[src/hdl/trd_pkg.sv]
// shared types, constants and codes of the tga run-length pixel decoder
`timescale 1ns / 1ps
`default_nettype none

package trd_pkg;

    localparam int COUNT_BITS = 24;

    localparam int TOTAL_BITS = 24;
    localparam int BPP_BITS   = 3;
    localparam int ADDR_BITS  = 3;

    // register indexes
    localparam logic REG_BPP   = 1'b0;
    localparam logic REG_TOTAL = 1'b1;

    // decoder phase codes
    localparam logic [1:0] PH_HEADER = 2'd0;
    localparam logic [1:0] PH_RAW    = 2'd1;
    localparam logic [1:0] PH_RUN    = 2'd2;

    localparam logic [BPP_BITS-1:0]   BPP_RESET   = 3'd4;
    localparam logic [TOTAL_BITS-1:0] TOTAL_RESET = 24'd1;

    typedef struct packed {
        logic [BPP_BITS-1:0]   bytes_per_pixel;
        logic [TOTAL_BITS-1:0] pixel_total;
    } cfg_t;

    typedef struct packed {
        logic [31:0] pixel_value;
        logic [7:0]  repeat_count;
        logic        image_end;
        logic        overflow_error;
    } result_t;

endpackage

`default_nettype wire

[src/hdl/trd_apb_regs.sv]
// apb configuration registers: pixel size and pixel total
`timescale 1ns / 1ps
`default_nettype none

module trd_apb_regs (
    input  wire logic                          clk,
    input  wire logic                          rst_n,
    input  wire logic                          psel,
    input  wire logic                          penable,
    input  wire logic                          pwrite,
    input  wire logic [trd_pkg::ADDR_BITS-1:0] paddr,
    input  wire logic [31:0]                   pwdata,
    output logic      [31:0]                   prdata,
    output logic                               pready,
    output trd_pkg::cfg_t                      cfg
);
    import trd_pkg::*;

    logic [BPP_BITS-1:0]   bpp_reg;
    logic [TOTAL_BITS-1:0] total_reg;
    logic                  wr_en;
    logic                  reg_sel;

    assign pready  = 1'b1;
    assign reg_sel = paddr[2];
    assign wr_en   = psel && penable && pwrite;

    always_ff @(posedge clk or negedge rst_n)
    begin
        if (!rst_n)
        begin
            bpp_reg   <= BPP_RESET;
            total_reg <= TOTAL_RESET;
        end
        else if (wr_en)
        begin
            unique case (reg_sel)
                REG_BPP:   bpp_reg   <= pwdata[BPP_BITS-1:0];
                REG_TOTAL: total_reg <= pwdata[TOTAL_BITS-1:0];
                default:   bpp_reg   <= bpp_reg;
            endcase
        end
    end

    always_comb
    begin
        unique case (reg_sel)
            REG_BPP:   prdata = {{(32-BPP_BITS){1'b0}}, bpp_reg};
            REG_TOTAL: prdata = {{(32-TOTAL_BITS){1'b0}}, total_reg};
            default:   prdata = '0;
        endcase
    end

    assign cfg.bytes_per_pixel = bpp_reg;
    assign cfg.pixel_total     = total_reg;

endmodule

`default_nettype wire

[src/hdl/trd_core.sv]
// packet state, pixel assembly and pixel counting for one byte a cycle while step is high
`timescale 1ns / 1ps
`default_nettype none

module trd_core (
    input  wire logic          clk,
    input  wire logic          rst_n,
    input  wire logic          step,
    input  wire logic [7:0]    byte_in,
    input  wire trd_pkg::cfg_t cfg,
    output logic               res_valid,
    output trd_pkg::result_t   res
);
    import trd_pkg::*;

    logic [1:0]            phase_reg, phase_next;
    logic [7:0]            left_reg, left_next;
    logic [1:0]            slot_reg, slot_next;
    logic [31:0]           asm_reg, asm_next;
    logic [COUNT_BITS-1:0] done_reg, done_next;

    logic [2:0]            bpp_eff;
    logic [COUNT_BITS-1:0] total_raw;
    logic [COUNT_BITS-1:0] total_eff;
    logic [31:0]           asm_fill;
    logic [7:0]            rep;
    logic [COUNT_BITS:0]   due_sum;
    logic [COUNT_BITS-1:0] done_add;
    logic                  in_packet;

    always_comb
    begin
        if (cfg.bytes_per_pixel == 3'd0)
            bpp_eff = 3'd1;
        else if (cfg.bytes_per_pixel > 3'd4)
            bpp_eff = 3'd4;
        else
            bpp_eff = cfg.bytes_per_pixel;
    end

    assign total_raw = COUNT_BITS'(cfg.pixel_total);
    assign total_eff = (total_raw == '0) ? COUNT_BITS'(1) : total_raw;

    assign in_packet = (phase_reg == PH_RAW) || (phase_reg == PH_RUN);
    assign asm_fill  = asm_reg | (32'(byte_in) << {slot_reg, 3'b000});
    assign rep       = (phase_reg == PH_RAW) ? 8'd1 : left_reg;
    assign due_sum   = {1'b0, done_reg} + (COUNT_BITS + 1)'(left_reg);
    assign done_add  = done_reg + COUNT_BITS'(rep);

    always_comb
    begin
        phase_next = phase_reg;
        left_next  = left_reg;
        slot_next  = slot_reg;
        asm_next   = asm_reg;
        done_next  = done_reg;
        res_valid  = 1'b0;
        res        = '0;

        if (!in_packet)
        begin
            slot_next = 2'd0;
            asm_next  = '0;
            if (!byte_in[7])
            begin
                phase_next = PH_RAW;
                left_next  = byte_in + 8'd1;
            end
            else
            begin
                phase_next = PH_RUN;
                left_next  = byte_in - 8'd127;
            end
        end
        else if (({1'b0, slot_reg} + 3'd1) < bpp_eff)
        begin
            slot_next = slot_reg + 2'd1;
            asm_next  = asm_fill;
        end
        else
        begin
            res_valid = 1'b1;
            slot_next = 2'd0;
            asm_next  = '0;
            if (due_sum > {1'b0, total_eff})
            begin
                // packet overshoots the image: report and start over
                res.repeat_count   = left_reg;
                res.overflow_error = 1'b1;
                phase_next         = PH_HEADER;
                left_next          = '0;
                done_next          = '0;
            end
            else
            begin
                res.pixel_value  = asm_fill;
                res.repeat_count = rep;
                if (done_add == total_eff)
                begin
                    res.image_end = 1'b1;
                    phase_next    = PH_HEADER;
                    left_next     = '0;
                    done_next     = '0;
                end
                else
                begin
                    done_next = done_add;
                    if ((phase_reg == PH_RAW) && (left_reg > 8'd1))
                    begin
                        left_next = left_reg - 8'd1;
                    end
                    else
                    begin
                        left_next  = '0;
                        phase_next = PH_HEADER;
                    end
                end
            end
        end
    end

    always_ff @(posedge clk or negedge rst_n)
    begin
        if (!rst_n)
        begin
            phase_reg <= PH_HEADER;
            left_reg  <= '0;
            slot_reg  <= '0;
            asm_reg   <= '0;
            done_reg  <= '0;
        end
        else if (step)
        begin
            phase_reg <= phase_next;
            left_reg  <= left_next;
            slot_reg  <= slot_next;
            asm_reg   <= asm_next;
            done_reg  <= done_next;
        end
    end

endmodule

`default_nettype wire

[src/hdl/tga_rle_pixel_decoder.sv]
// tga run-length pixel decoder: input byte register, decode core, result register
// a byte accepted into the input register is decoded once the result register is free, and its result is registered
// throughput: one byte per cycle unless held back, set by the state update in the core
// a full result register that is not taken holds back the input register
// asynchronous active-low reset: header phase, counters cleared, bytes_per_pixel 4,
// pixel_total 1, both pipeline registers empty
`timescale 1ns / 1ps
`default_nettype none

module tga_rle_pixel_decoder (
    input  wire logic                          clk,
    input  wire logic                          rst_n,
    input  wire logic                          in_valid,
    output logic                               in_ready,
    input  wire logic [7:0]                    data_byte,
    output logic                               out_valid,
    input  wire logic                          out_ready,
    output logic      [31:0]                   pixel_value,
    output logic      [7:0]                    repeat_count,
    output logic                               image_end,
    output logic                               overflow_error,
    input  wire logic                          psel,
    input  wire logic                          penable,
    input  wire logic                          pwrite,
    input  wire logic [trd_pkg::ADDR_BITS-1:0] paddr,
    input  wire logic [31:0]                   pwdata,
    output logic      [31:0]                   prdata,
    output logic                               pready
);
    import trd_pkg::*;

    cfg_t    cfg;
    result_t core_res;
    result_t res_reg;
    logic    core_res_valid;
    logic    in_valid_reg;
    logic    [7:0] byte_reg;
    logic    out_valid_reg;
    logic    advance;

    trd_apb_regs u_regs (
        .clk     (clk),
        .rst_n   (rst_n),
        .psel    (psel),
        .penable (penable),
        .pwrite  (pwrite),
        .paddr   (paddr),
        .pwdata  (pwdata),
        .prdata  (prdata),
        .pready  (pready),
        .cfg     (cfg)
    );

    trd_core u_core (
        .clk       (clk),
        .rst_n     (rst_n),
        .step      (advance),
        .byte_in   (byte_reg),
        .cfg       (cfg),
        .res_valid (core_res_valid),
        .res       (core_res)
    );

    // byte in the input register moves on once the result slot is free
    assign advance  = in_valid_reg && (!out_valid_reg || out_ready);
    assign in_ready = !in_valid_reg || advance;

    always_ff @(posedge clk or negedge rst_n)
    begin
        if (!rst_n)
        begin
            in_valid_reg  <= 1'b0;
            out_valid_reg <= 1'b0;
        end
        else
        begin
            if (in_ready)
                in_valid_reg <= in_valid;
            if (advance && core_res_valid)
                out_valid_reg <= 1'b1;
            else if (out_ready)
                out_valid_reg <= 1'b0;
        end
    end

    always_ff @(posedge clk)
    begin
        if (in_valid && in_ready)
            byte_reg <= data_byte;
        if (advance && core_res_valid)
            res_reg <= core_res;
    end

    assign out_valid      = out_valid_reg;
    assign pixel_value    = res_reg.pixel_value;
    assign repeat_count   = res_reg.repeat_count;
    assign image_end      = res_reg.image_end;
    assign overflow_error = res_reg.overflow_error;

endmodule

`default_nettype wire

[config.mk]
export PLATFORM = sky130hd
export DESIGN_NAME = tga_rle_pixel_decoder
export DESIGN_NICKNAME = d
export VERILOG_FILES = /design/src/hdl/trd_pkg.sv /design/src/hdl/trd_apb_regs.sv /design/src/hdl/trd_core.sv /design/src/hdl/tga_rle_pixel_decoder.sv
export SDC_FILE = /design/constraint.sdc
export NUM_CORES = 1
export LEC_CHECK = 0
export BUFFER_PORTS_ARGS = -buffer_cell sky130_fd_sc_hd__clkbuf_2
export CAP_MARGIN = 25
export CORE_MARGIN = 2
export CORE_UTILIZATION = 28
export DETAILED_ROUTE_END_ITERATION = 8
export GPL_ROUTABILITY_DRIVEN = 1
export SLEW_MARGIN = 20
export SYNTH_ARGS = -nofsm -noshare
export SYNTH_HDL_FRONTEND = slang
export SYNTH_SLANG_ARGS = --single-unit
[constraint.sdc]
create_clock -name clk -period 13.6 [get_ports clk]
set_clock_uncertainty 0.2 [all_clocks]
set_input_delay 0.68 -clock clk [delete_from_list [all_inputs] [get_ports clk]]
set_output_delay 0.68 -clock clk [all_outputs]
set_load 0.01 [all_outputs]
## Word-level counts from Yosys, hierarchy flattened

Index checks and enable logic that the tools add are counted.

- Reductions and logical operators: 21
- Multiplexer cells: 30
- Shifts and indexed selects: 1
- Bitwise operators: 4
- Magnitude comparators: 4
- $add $sub $neg: 7
- Equal/unequal tests: 5

Operators by type and width:

| cell | number |
|---|---|
| $mux W24 | 3 |
| $mux W32 | 2 |
| $mux W8 | 8 |
| $pmux W32 S2 | 1 |
| $or A32 B32 Y32 | 1 |
| $shl A8 B5 Y32 | 1 |
| $add A24 B8 Y25 | 1 |
| $gt A25 B24 Y1 | 1 |
| $add A24 B8 Y24 | 1 |
| $eq A24 B24 Y1 | 1 |
| $logic_not A24 Y1 | 1 |
| $mux W2 | 8 |
| $add A8 B1 Y8 const B | 1 |
| $gt A8 B1 Y1 const B | 1 |
| $sub A8 B1 Y8 const B | 1 |
| $sub A8 B7 Y8 const B | 1 |
| $logic_and A1 B1 Y1 | 6 |
| $mux W1 | 6 |
| $mux W3 | 2 |
| $reduce_and A2 Y1 | 3 |
| $reduce_and A3 Y1 | 2 |
| $ne A4 B4 Y1 const B | 1 |
| $add A2 B1 Y3 const B | 1 |
| $gt A3 B3 Y1 const B | 1 |
| 12 further kinds | 17 |

- Input port bits: 50
- Output and inout bits: 77
- Flip-flop bits (word level): 147
- Word-level logic and storage cells: 86

## Depth between registers and ports, before layout

Gate-level depths: netlist of the first run.

- Depth after elaboration: 8
- Mapped depth: 23
- Gate-level depth less buffers: 21

## Modules after synthesis

A second synthesis of the first run with hierarchy kept.

- Cells, all modules: 966
- Area, all modules: 9178.8 um^2

Modules (own cells, without submodules):

| module | area an instance (um^2) | cells an instance | seq. area each (um^2) | instances |
|---|---|---|---|---|
| trd_core | 6203.4 | 810 | 1701.6 | 1 |
| tga_rle_pixel_decoder | 1610.3 | 60 | 1551.5 | 1 |
| trd_apb_regs | 1365.1 | 96 | 678.2 | 1 |

## Worst setup path after synthesis of the first run

OpenSTA, ideal clock, no wires.

- Path kind: flip-flop to flip-flop
- From: register u_core.left_reg[0]
- To: register u_core.done_reg[20]
- Path buffers: 2
- Cell stages (with the launch flop): 23
- Data arrival time: 4.359 ns
- Required time: 13.265 ns
- Library setup time: 0.135 ns
- Setup slack: 8.906 ns
- Period minus slack after synthesis: 4.694 ns
- Cell sequence: dfrtp_1 -> ha_1 -> inv_1 -> fa_1 -> nor2b_1 -> o21ai_0 -> a21boi_0 -> o21ai_0 -> a211o_1 -> or2_2 -> xnor2_1 -> ha_1 -> nand4_1 -> nor2_1 -> and4_1 -> o221ai_1 -> a211oi_1 -> a2bb2oi_1 -> nor2_1 -> buf_2 -> buf_1 -> a32oi_2 -> o41ai_2

- Cells in the longest elaborated chain, start to end: 5
- Elaborated cells between the ends (all ways): 7
- Classes of those cells: add/sub (2); order compare (1); eq/ne (1); mux (3)

RTL lines:

| what | line | text |
|---|---|---|
| start, declared | trd_core.sv:17 | `logic [7:0] left_reg, left_next;` |
| start signal, assigned | trd_core.sv:135 | `left_reg <= left_next;` |
| branches (longest 4 deep; another with $add A24 B8 Y25) | - |  |
| $mux W24 (*) | trd_core.sv:85 | `if (due_sum > {1'b0, total_eff})` |
| end signal, assigned | trd_core.sv:138 | `done_reg <= done_next;` |
| end, declared | trd_core.sv:20 | `logic [COUNT_BITS-1:0] done_reg, done_next;` |

Mark *: on every way between the ends.
A chain may end at the register's enable or synchronous reset.

## Final worst setup path of the first run

- From: register u_core.left_reg[1]
- To: register u_core.done_reg[23]

Same word-level chain as after synthesis.

==> impl_metrics.ini, run 1 <==
[die]
initial_core_util = 0.2839
fp.dieArea_um2 = 34460
chipWidth_um = 185.6
ioPinCount = 127
core_area_um2 = 32540
row_count = 66
die_h_um = 185.6

[worst_setup_path]
crit_fanout = 22
slowest_stage = a41oi_1
path_class = flip-flop to flip-flop
r2r-start = u_core.left_reg[1]$_DFFE_PN0P_
ff2ff_path_depth = 20
worstPathCellList = ha_1 -> a21o_1 -> a21oi_1 -> o21ai_0 -> a21oi_1 -> o21bai_1 -> a41oi_1 -> nand2b_1 -> xnor2_1 -> ha_1 -> nand4_1 -> nor2_1 -> and4_1 -> o221ai_1 -> a211oi_1 -> a2bb2oi_1 -> nor2_2 -> buf_4 -> a32oi_2 -> o41ai_2
cp.required_ns = 13.69
end_kind = flip-flop
rrSetupSlack_ns = 7.77
cpPeakStageDelay_ns = 0.81
rr_endpoint = u_core.done_reg[23]$_DFFE_PN0P_
start_kind = flip-flop
cp_data_arrival_time_ns = 5.93

[yosys]
yosys.cell_types.count = 78
syn_area_um2 = 9236
syn_area_per_cell_um2 = 9.406
syn_inst = 982
yosysTopAreaCellShare = 0.2574
yosys_warnings = 0
synth_edf_count = 50
seq_area_frac_synth = 0.4256
ys_ff_latch = 147
synthFlopType = dfrtp_1
yosysTopAreaCell = dfrtp_1
synthTopCellsByArea = dfrtp_1 (26%), edfxtp_1 (16%), ha_1 (6.4%)
async_flop_share = 0.6599

[clock_network]
cts.path.max_buffers = 2
hold_buffers = 0
clk_latency_ns = 0.43
cts.reportedPaths.clkPinSlew_ns = 0.07
cts_setup_buffers = 0
cts_root_buffer = clkbuf_16
cts_tree = done
cts_resized = 0
clock_sinks = 147
cts_buffers = 17
h-tree-depth = 4

[placement]
post-place-ws_ns = 7.913
post-place-cells = 1478
place_congestion = 0.9006
place_hpwl_um = 18810
placed_area_um2 = 10090
io_buffers = 107

[detailed_routing]
via_per_inst = 5.034
avgRoutedWirePerCell_um = 16.96
drt_wl_total_um = 25600
drt_iter0_markers = 575
drtAntennaViolNets = 0
dr_total_vias = 7602
route.detailed.drc = 0
drtPass1Iterations = 5

[finish]
final_cells = 1510
area_growth_pct = 15.63
fin_util = 0.3283
drive_gt1_frac = 0.1929
final_area_um2 = 10680
fin_nets = 1154
antenna_cells = 0

[timing]
timing.final.crit_share = 0.4290
slew_viol_final = 0
post-route-min-period_ns = 5.834
hold_viol = 0
fmaxAchievable_mhz = 171.4
setup_slack_ns = 7.766
slew_headroom = 0.3381
fin_tns_setup_ns = 0
grt_setup_unrepaired = no
setup_violations = 0
worst_pin_slew_ns = 0.9799
hold_slack_ns = 0.02889

[global_route]
grt_use_total = 0.1515
grt_pass1_vias = 7437
grt_pass1_wl_um = 40650
grt_max_degree = 55
antenna_found_initial = 0
overflow = 0

[power]
power.density_nw_per_um2 = 200.2
vdd_drop_max_v = 0.0001019
p_total_mw = 2.138
p_leak_nw = 4.510

[min_path]
hold_path_class = primary input to async pin

[run]
max-cap-violations = 0

[run_status]
status = finished, final reports clean
kinds of logic after synthesis:
kind of cell	synth area share
DFF	0.4256
adders and majority gates	0.06800
AOI/OAI and AO/OA	0.1575
other	0.0008131
muxes	0.03576
and+or+nand+nor	0.2016
xor gates and xnor gates	0.05459
buffers and inverters	0.05608
metal layers:
metal,routed length [um],share of wire,vias up,GRT usage
li1,-,-,3646,-
met1,12270,0.48,3715,0.2141
met2,11670,0.46,217,0.2366
met3,1261,0.049,24,0.02446
met4,398,0.016,0,0.04787
met5,0,0,-,0
area by class of cell:
type,count,area [um^2]
clock buffer,18,439.2
tap,442,553.0
timing repair buffer,113,583.1
inverter,51,191.4
sequential,147,3931
fill,3435,21860
clock inverter,14,155.1
multi-input combinational,725,4827
cells in the final DEF, fill, tap and decap left out, types with 7 or more instances in the layout:
cell type and n:
nor3_1 25, conb_1 9, ha_1 47, nor4_1 16, nor2_1 96, nand4_1 18
o211ai_1 12, or3_1 8, a211oi_1 7, xor2_1 20, o21ai_0 21, nor2b_1 14
dfrtp_1 95, inv_1 49, o22ai_1 11, nand2_1 71, buf_4 7, a21o_1 14
clkbuf_16 17, xnor2_1 35, a21oi_1 89, and3_1 11, a31oi_1 15, mux2_2 28
and2_1 41, clkbuf_2 106, edfxtp_1 50, nand3_1 28
synthesized netlist by cell type, types with 4 or more instances:
library cell / n
nand3_1: 28
o21a_1: 5
buf_1: 8
ha_1: 47
nor2_1: 97
nor2b_1: 14
and3_1: 11
edfxtp_1: 50
o31ai_1: 4
nor4_2: 4
and2_1: 41
buf_2: 12
nand2b_1: 6
buf_4: 10
and4_1: 4
xor2_1: 20
a31oi_1: 15
o21ai_0: 21
a211oi_1: 7
o22ai_1: 11
o211ai_1: 12
nor3_1: 25
dfrtp_1: 95
mux2_2: 28
or3_1: 8
nand2_1: 71
inv_1: 50
clkbuf_1: 33
nand4_1: 18
a21o_1: 14
xnor2_1: 35
nor4_1: 16
o31ai_2: 5
a21oi_1: 90
power by group:
part	switching (mW)	internal (mW)	leakage [nW]
Clock	0.212	0.267	0.297
Sequential	0.130	0.582	1.70
Combinational	0.585	0.362	2.51
critical path: cells and delay by family, from the launching register on:
kind / cells / cell delay [ns]
fa+ha+maj: 2 / 0.60
xor+xnor: 1 / 0.07
flops: 1 / 0.47
simple gates: 5 / 1.04
compound gates: 11 / 2.98
buf+inv: 1 / 0.32
worst max-delay path by stage:
| stage | start | endpoint | slack (ns) |
|---|---|---|---|
| after floorplan | u_core.left_reg[0]$_DFFE_PN0P_ | u_core.done_reg[20]$_DFFE_PN0P_ | 8.91 |
| after detailed placement | u_core.left_reg[1]$_DFFE_PN0P_ | repeat_count[0]$_SDFFCE_PP0P_ | 7.91 |
| after global placement | u_core.left_reg[1]$_DFFE_PN0P_ | repeat_count[0]$_SDFFCE_PP0P_ | 7.89 |
| after CTS | u_core.left_reg[1]$_DFFE_PN0P_ | u_core.done_reg[23]$_DFFE_PN0P_ | 7.87 |
| final | u_core.left_reg[1]$_DFFE_PN0P_ | u_core.done_reg[23]$_DFFE_PN0P_ | 7.77 |
| after global routing | u_core.left_reg[1]$_DFFE_PN0P_ | repeat_count[2]$_SDFFCE_PP0P_ | 7.33 |
Note: power is estimated with default switching activity, not from simulation.
==> inputs of run 2 (changes only) <==
--- a/config.mk
+++ b/config.mk
@@ -5,6 +5,7 @@
 export SDC_FILE = /design/constraint.sdc
 export NUM_CORES = 1
 export LEC_CHECK = 0
+export ABC_AREA = 1
 export BUFFER_PORTS_ARGS = -buffer_cell sky130_fd_sc_hd__clkbuf_2
 export CAP_MARGIN = 25
 export CORE_MARGIN = 2
==> constraint.sdc (replaced) <==
create_clock -name clk -period 5.05 [get_ports clk]
set_clock_uncertainty 0.2 [all_clocks]
set_input_delay 0.2525 -clock clk [delete_from_list [all_inputs] [get_ports clk]]
set_output_delay 0.2525 -clock clk [all_outputs]
set_load 0.01 [all_outputs]
==> impl_metrics.ini, run 2 <==
[run_status]
status = finished, final reports clean

[clock_network]
cts.reportedPaths.clkPinSlew_ns = 0.07
cts.path.max_buffers = 2
cts_root_buffer = clkbuf_16
clk_latency_ns = 0.45
h-tree-depth = 4
cts_setup_buffers = 0
cts_buffers = 17
cts_tree = done
clock_sinks = 147

[yosys]
synthFlopType = dfrtp_1
yosys_warnings = 0
ys_ff_latch = 147
synthTopCellsByArea = dfrtp_1 (25%), edfxtp_1 (16%), nand2_1 (9.8%)
async_flop_share = 0.6599
syn_inst = 1210
synth.most_common_cell = nand2_1
yosysTopAreaCellShare = 0.2527
synth_common_cells = nand2_1 (245), inv_1 (157), nor2_1 (149)
yosys.cell_types.count = 44
seq_area_frac_synth = 0.4179
syn_area_um2 = 9407
yosysTopAreaCell = dfrtp_1
synth_edf_count = 50
syn_area_per_cell_um2 = 7.774

[power]
p_total_mw = 6.334
vdd_drop_max_v = 0.0002584
power.density_nw_per_um2 = 557.2
p_leak_nw = 5.780

[placement]
place_hpwl_um = 20270
post-place-ws_ns = 0.3841
io_buffers = 107
place_congestion = 0.9507

[timing]
slew_viol_final = 0
post-route-min-period_ns = 4.607
fin_tns_setup_ns = 0
slew_headroom = 0.3974
setup_slack_ns = 0.4427
timing.final.crit_share = 0.9123
setup_violations = 0
fmaxAchievable_mhz = 217.0
hold_viol = 0
grt_setup_unrepaired = no
worst_pin_slew_ns = 0.9007

[detailed_routing]
via_per_inst = 4.838
drt_iter0_markers = 752
met3_length_um = 1300
drtAntennaViolNets = 0
wl_met1_um = 13200
drtPass1Iterations = 5
dr_wl_met2_um = 12720
drt_wl_total_um = 27830
dr_total_vias = 8698
top_layer_used = met4
route.detailed.drc = 0
avgRoutedWirePerCell_um = 15.48

[global_route]
overflow = 0
grt_max_degree = 61
grt_pass1_wl_um = 44440
grt_pass1_vias = 8264
grt_use_total = 0.1605
antenna_found_initial = 1

[worst_setup_path]
end_kind = flip-flop
start_kind = flip-flop
cp_data_arrival_time_ns = 4.59
path_class = flip-flop to flip-flop
r2r-start = u_core.done_reg[1]$_DFFE_PN0P_
rrSetupSlack_ns = 0.44
crit_fanout = 7
cp.required_ns = 5.03
rr_endpoint = repeat_count[6]$_SDFFCE_PP0P_
ff2ff_path_depth = 25

[die]
chipWidth_um = 187.3
core_area_um2 = 33280
die_h_um = 187.3
ioPinCount = 127
row_count = 67
fp.dieArea_um2 = 35080
initial_core_util = 0.2826

[min_path]
hold_start = penable
hold_depth = 4
hold_path_class = primary input to flip-flop
holdPathEnd = u_regs.bpp_reg[2]$_DFFE_PN1P_

[finish]
fin_nets = 1435
layout_common_cells = nand2_1 (243), inv_1 (157), nor2_1 (149), clkbuf_2 (106), dfrtp_1 (95)
final_common_cell = nand2_1
drive_gt1_frac = 0.1305
area_growth_pct = 20.84

[run]
max-cap-violations = 0
[run 2: changes by cell type in the layout (fill, tap and decap cells not counted), sizes merged, moves of 23 or more]
cell,previous run,this run
and2,41,0
mux2,29,0
inv,60,164
xnor2,35,3
nand2,73,253
o211a,1,24
dlygate4sd3,0,35
nand3,28,75
nor2,98,155
[run 2: area by class of cell]
cell class | instances | area, um^2
antenna | 1 | 2.502
clock buffer | 18 | 439.2
clock inverter | 14 | 173.9
fill | 3530 | 21910
inverter | 163 | 611.8
multi-input combinational | 854 | 4644
sequential | 147 | 3931
tap | 448 | 560.5
timing repair buffer | 153 | 1003
[run 2: critical path, stage by stage (launching register included)]
cell	delay [ns]
dfrtp_1	0.44
ha_1	0.30
nand2_1	0.05
nand2_1	0.06
a21oi_1	0.09
o21ai_0	0.29
a21oi_1	0.13
o21bai_1	0.21
nand2_1	0.08
nand2_1	0.15
nand2_1	0.13
nor2_1	0.22
nand2_1	0.21
nor2_1	0.17
xor2_1	0.17
ha_1	0.26
nand2_1	0.07
nor2_1	0.04
a211oi_1	0.26
o211ai_1	0.12
inv_1	0.07
nand2_1	0.07
nand2_2	0.16
nand2_1	0.13
inv_1	0.19
nor3_1	0.08
[run 2: cell families (layout without fill, tap and decap cells)]
logic type / count (synthesis) / after routing / synth area share
AO/OA/AOI/OAI: 176 / 176 / 0.1129
XOR/XNOR: 42 / 42 / 0.03911
adder cells (fa/ha/maj): 49 / 49 / 0.06677
buffers and inverters: 216 / 348 / 0.09324
flip-flops: 147 / 147 / 0.4179
other: 2 / 10 / 0.0007984
AND/OR/NAND/NOR: 578 / 578 / 0.2692
[run 2: timing repair]
item	in CTS	in global routing
setup endpoints to repair	0	75
endpoints found under the hold margin	81	0
gates resized for setup	0	2
hold buffers	35	0
[run 2: worst max path at each step]
| stage | from | endpoint | slack, ns | cells after the start |
|---|---|---|---|---|
| after floorplan | u_core.left_reg[0]$_DFFE_PN0P_ | overflow_error$_SDFFCE_PP0P_ | 0.99 | 25 |
| after global placement | u_core.left_reg[0]$_DFFE_PN0P_ | repeat_count[2]$_SDFFCE_PP0P_ | 0.35 | 26 |
| after detailed placement | u_core.left_reg[0]$_DFFE_PN0P_ | repeat_count[6]$_SDFFCE_PP0P_ | 0.38 | 26 |
| after CTS | u_core.left_reg[0]$_DFFE_PN0P_ | repeat_count[6]$_SDFFCE_PP0P_ | 0.35 | 26 |
| after global routing | u_core.done_reg[1]$_DFFE_PN0P_ | repeat_count[4]$_SDFFCE_PP0P_ | 0.03 | 23 |
| final | u_core.done_reg[1]$_DFFE_PN0P_ | repeat_count[6]$_SDFFCE_PP0P_ | 0.44 | 25 |
[run 2: per-stage QoR]
| stage | instances | hold WS (ns) | utilization | area, um^2 |
|---|---|---|---|---|
| 5_1_grt | 1798 | 0.1420 | 0.3416 | 11370 |
| 3_3_place_gp | 1729 | 0.1131 | 0.3118 | 10380 |
| 4_1_cts | 1796 | 0.1028 | 0.3407 | 11340 |
| 6_report | 1798 | 0.1151 | 0.3416 | 11370 |
| 2_1_floorplan | 1217 | -0.2431 | - | 9433 |
| 3_5_place_dp | 1729 | 0.1199 | 0.3118 | 10380 |
[run 2: routing by layer]
layer / up-vias / track usage
met4: 0 / 0.05495
met5: - / 0
met2: 240 / 0.2522
met3: 45 / 0.02983
li1: 4248 / -
met1: 4165 / 0.2213
[run 2: where the power goes]
part	internal (mW)	switching [mW]	total [mW]
Combinational	1.06	2.06	3.12
Clock	0.795	0.547	1.34
Sequential	1.59	0.278	1.87
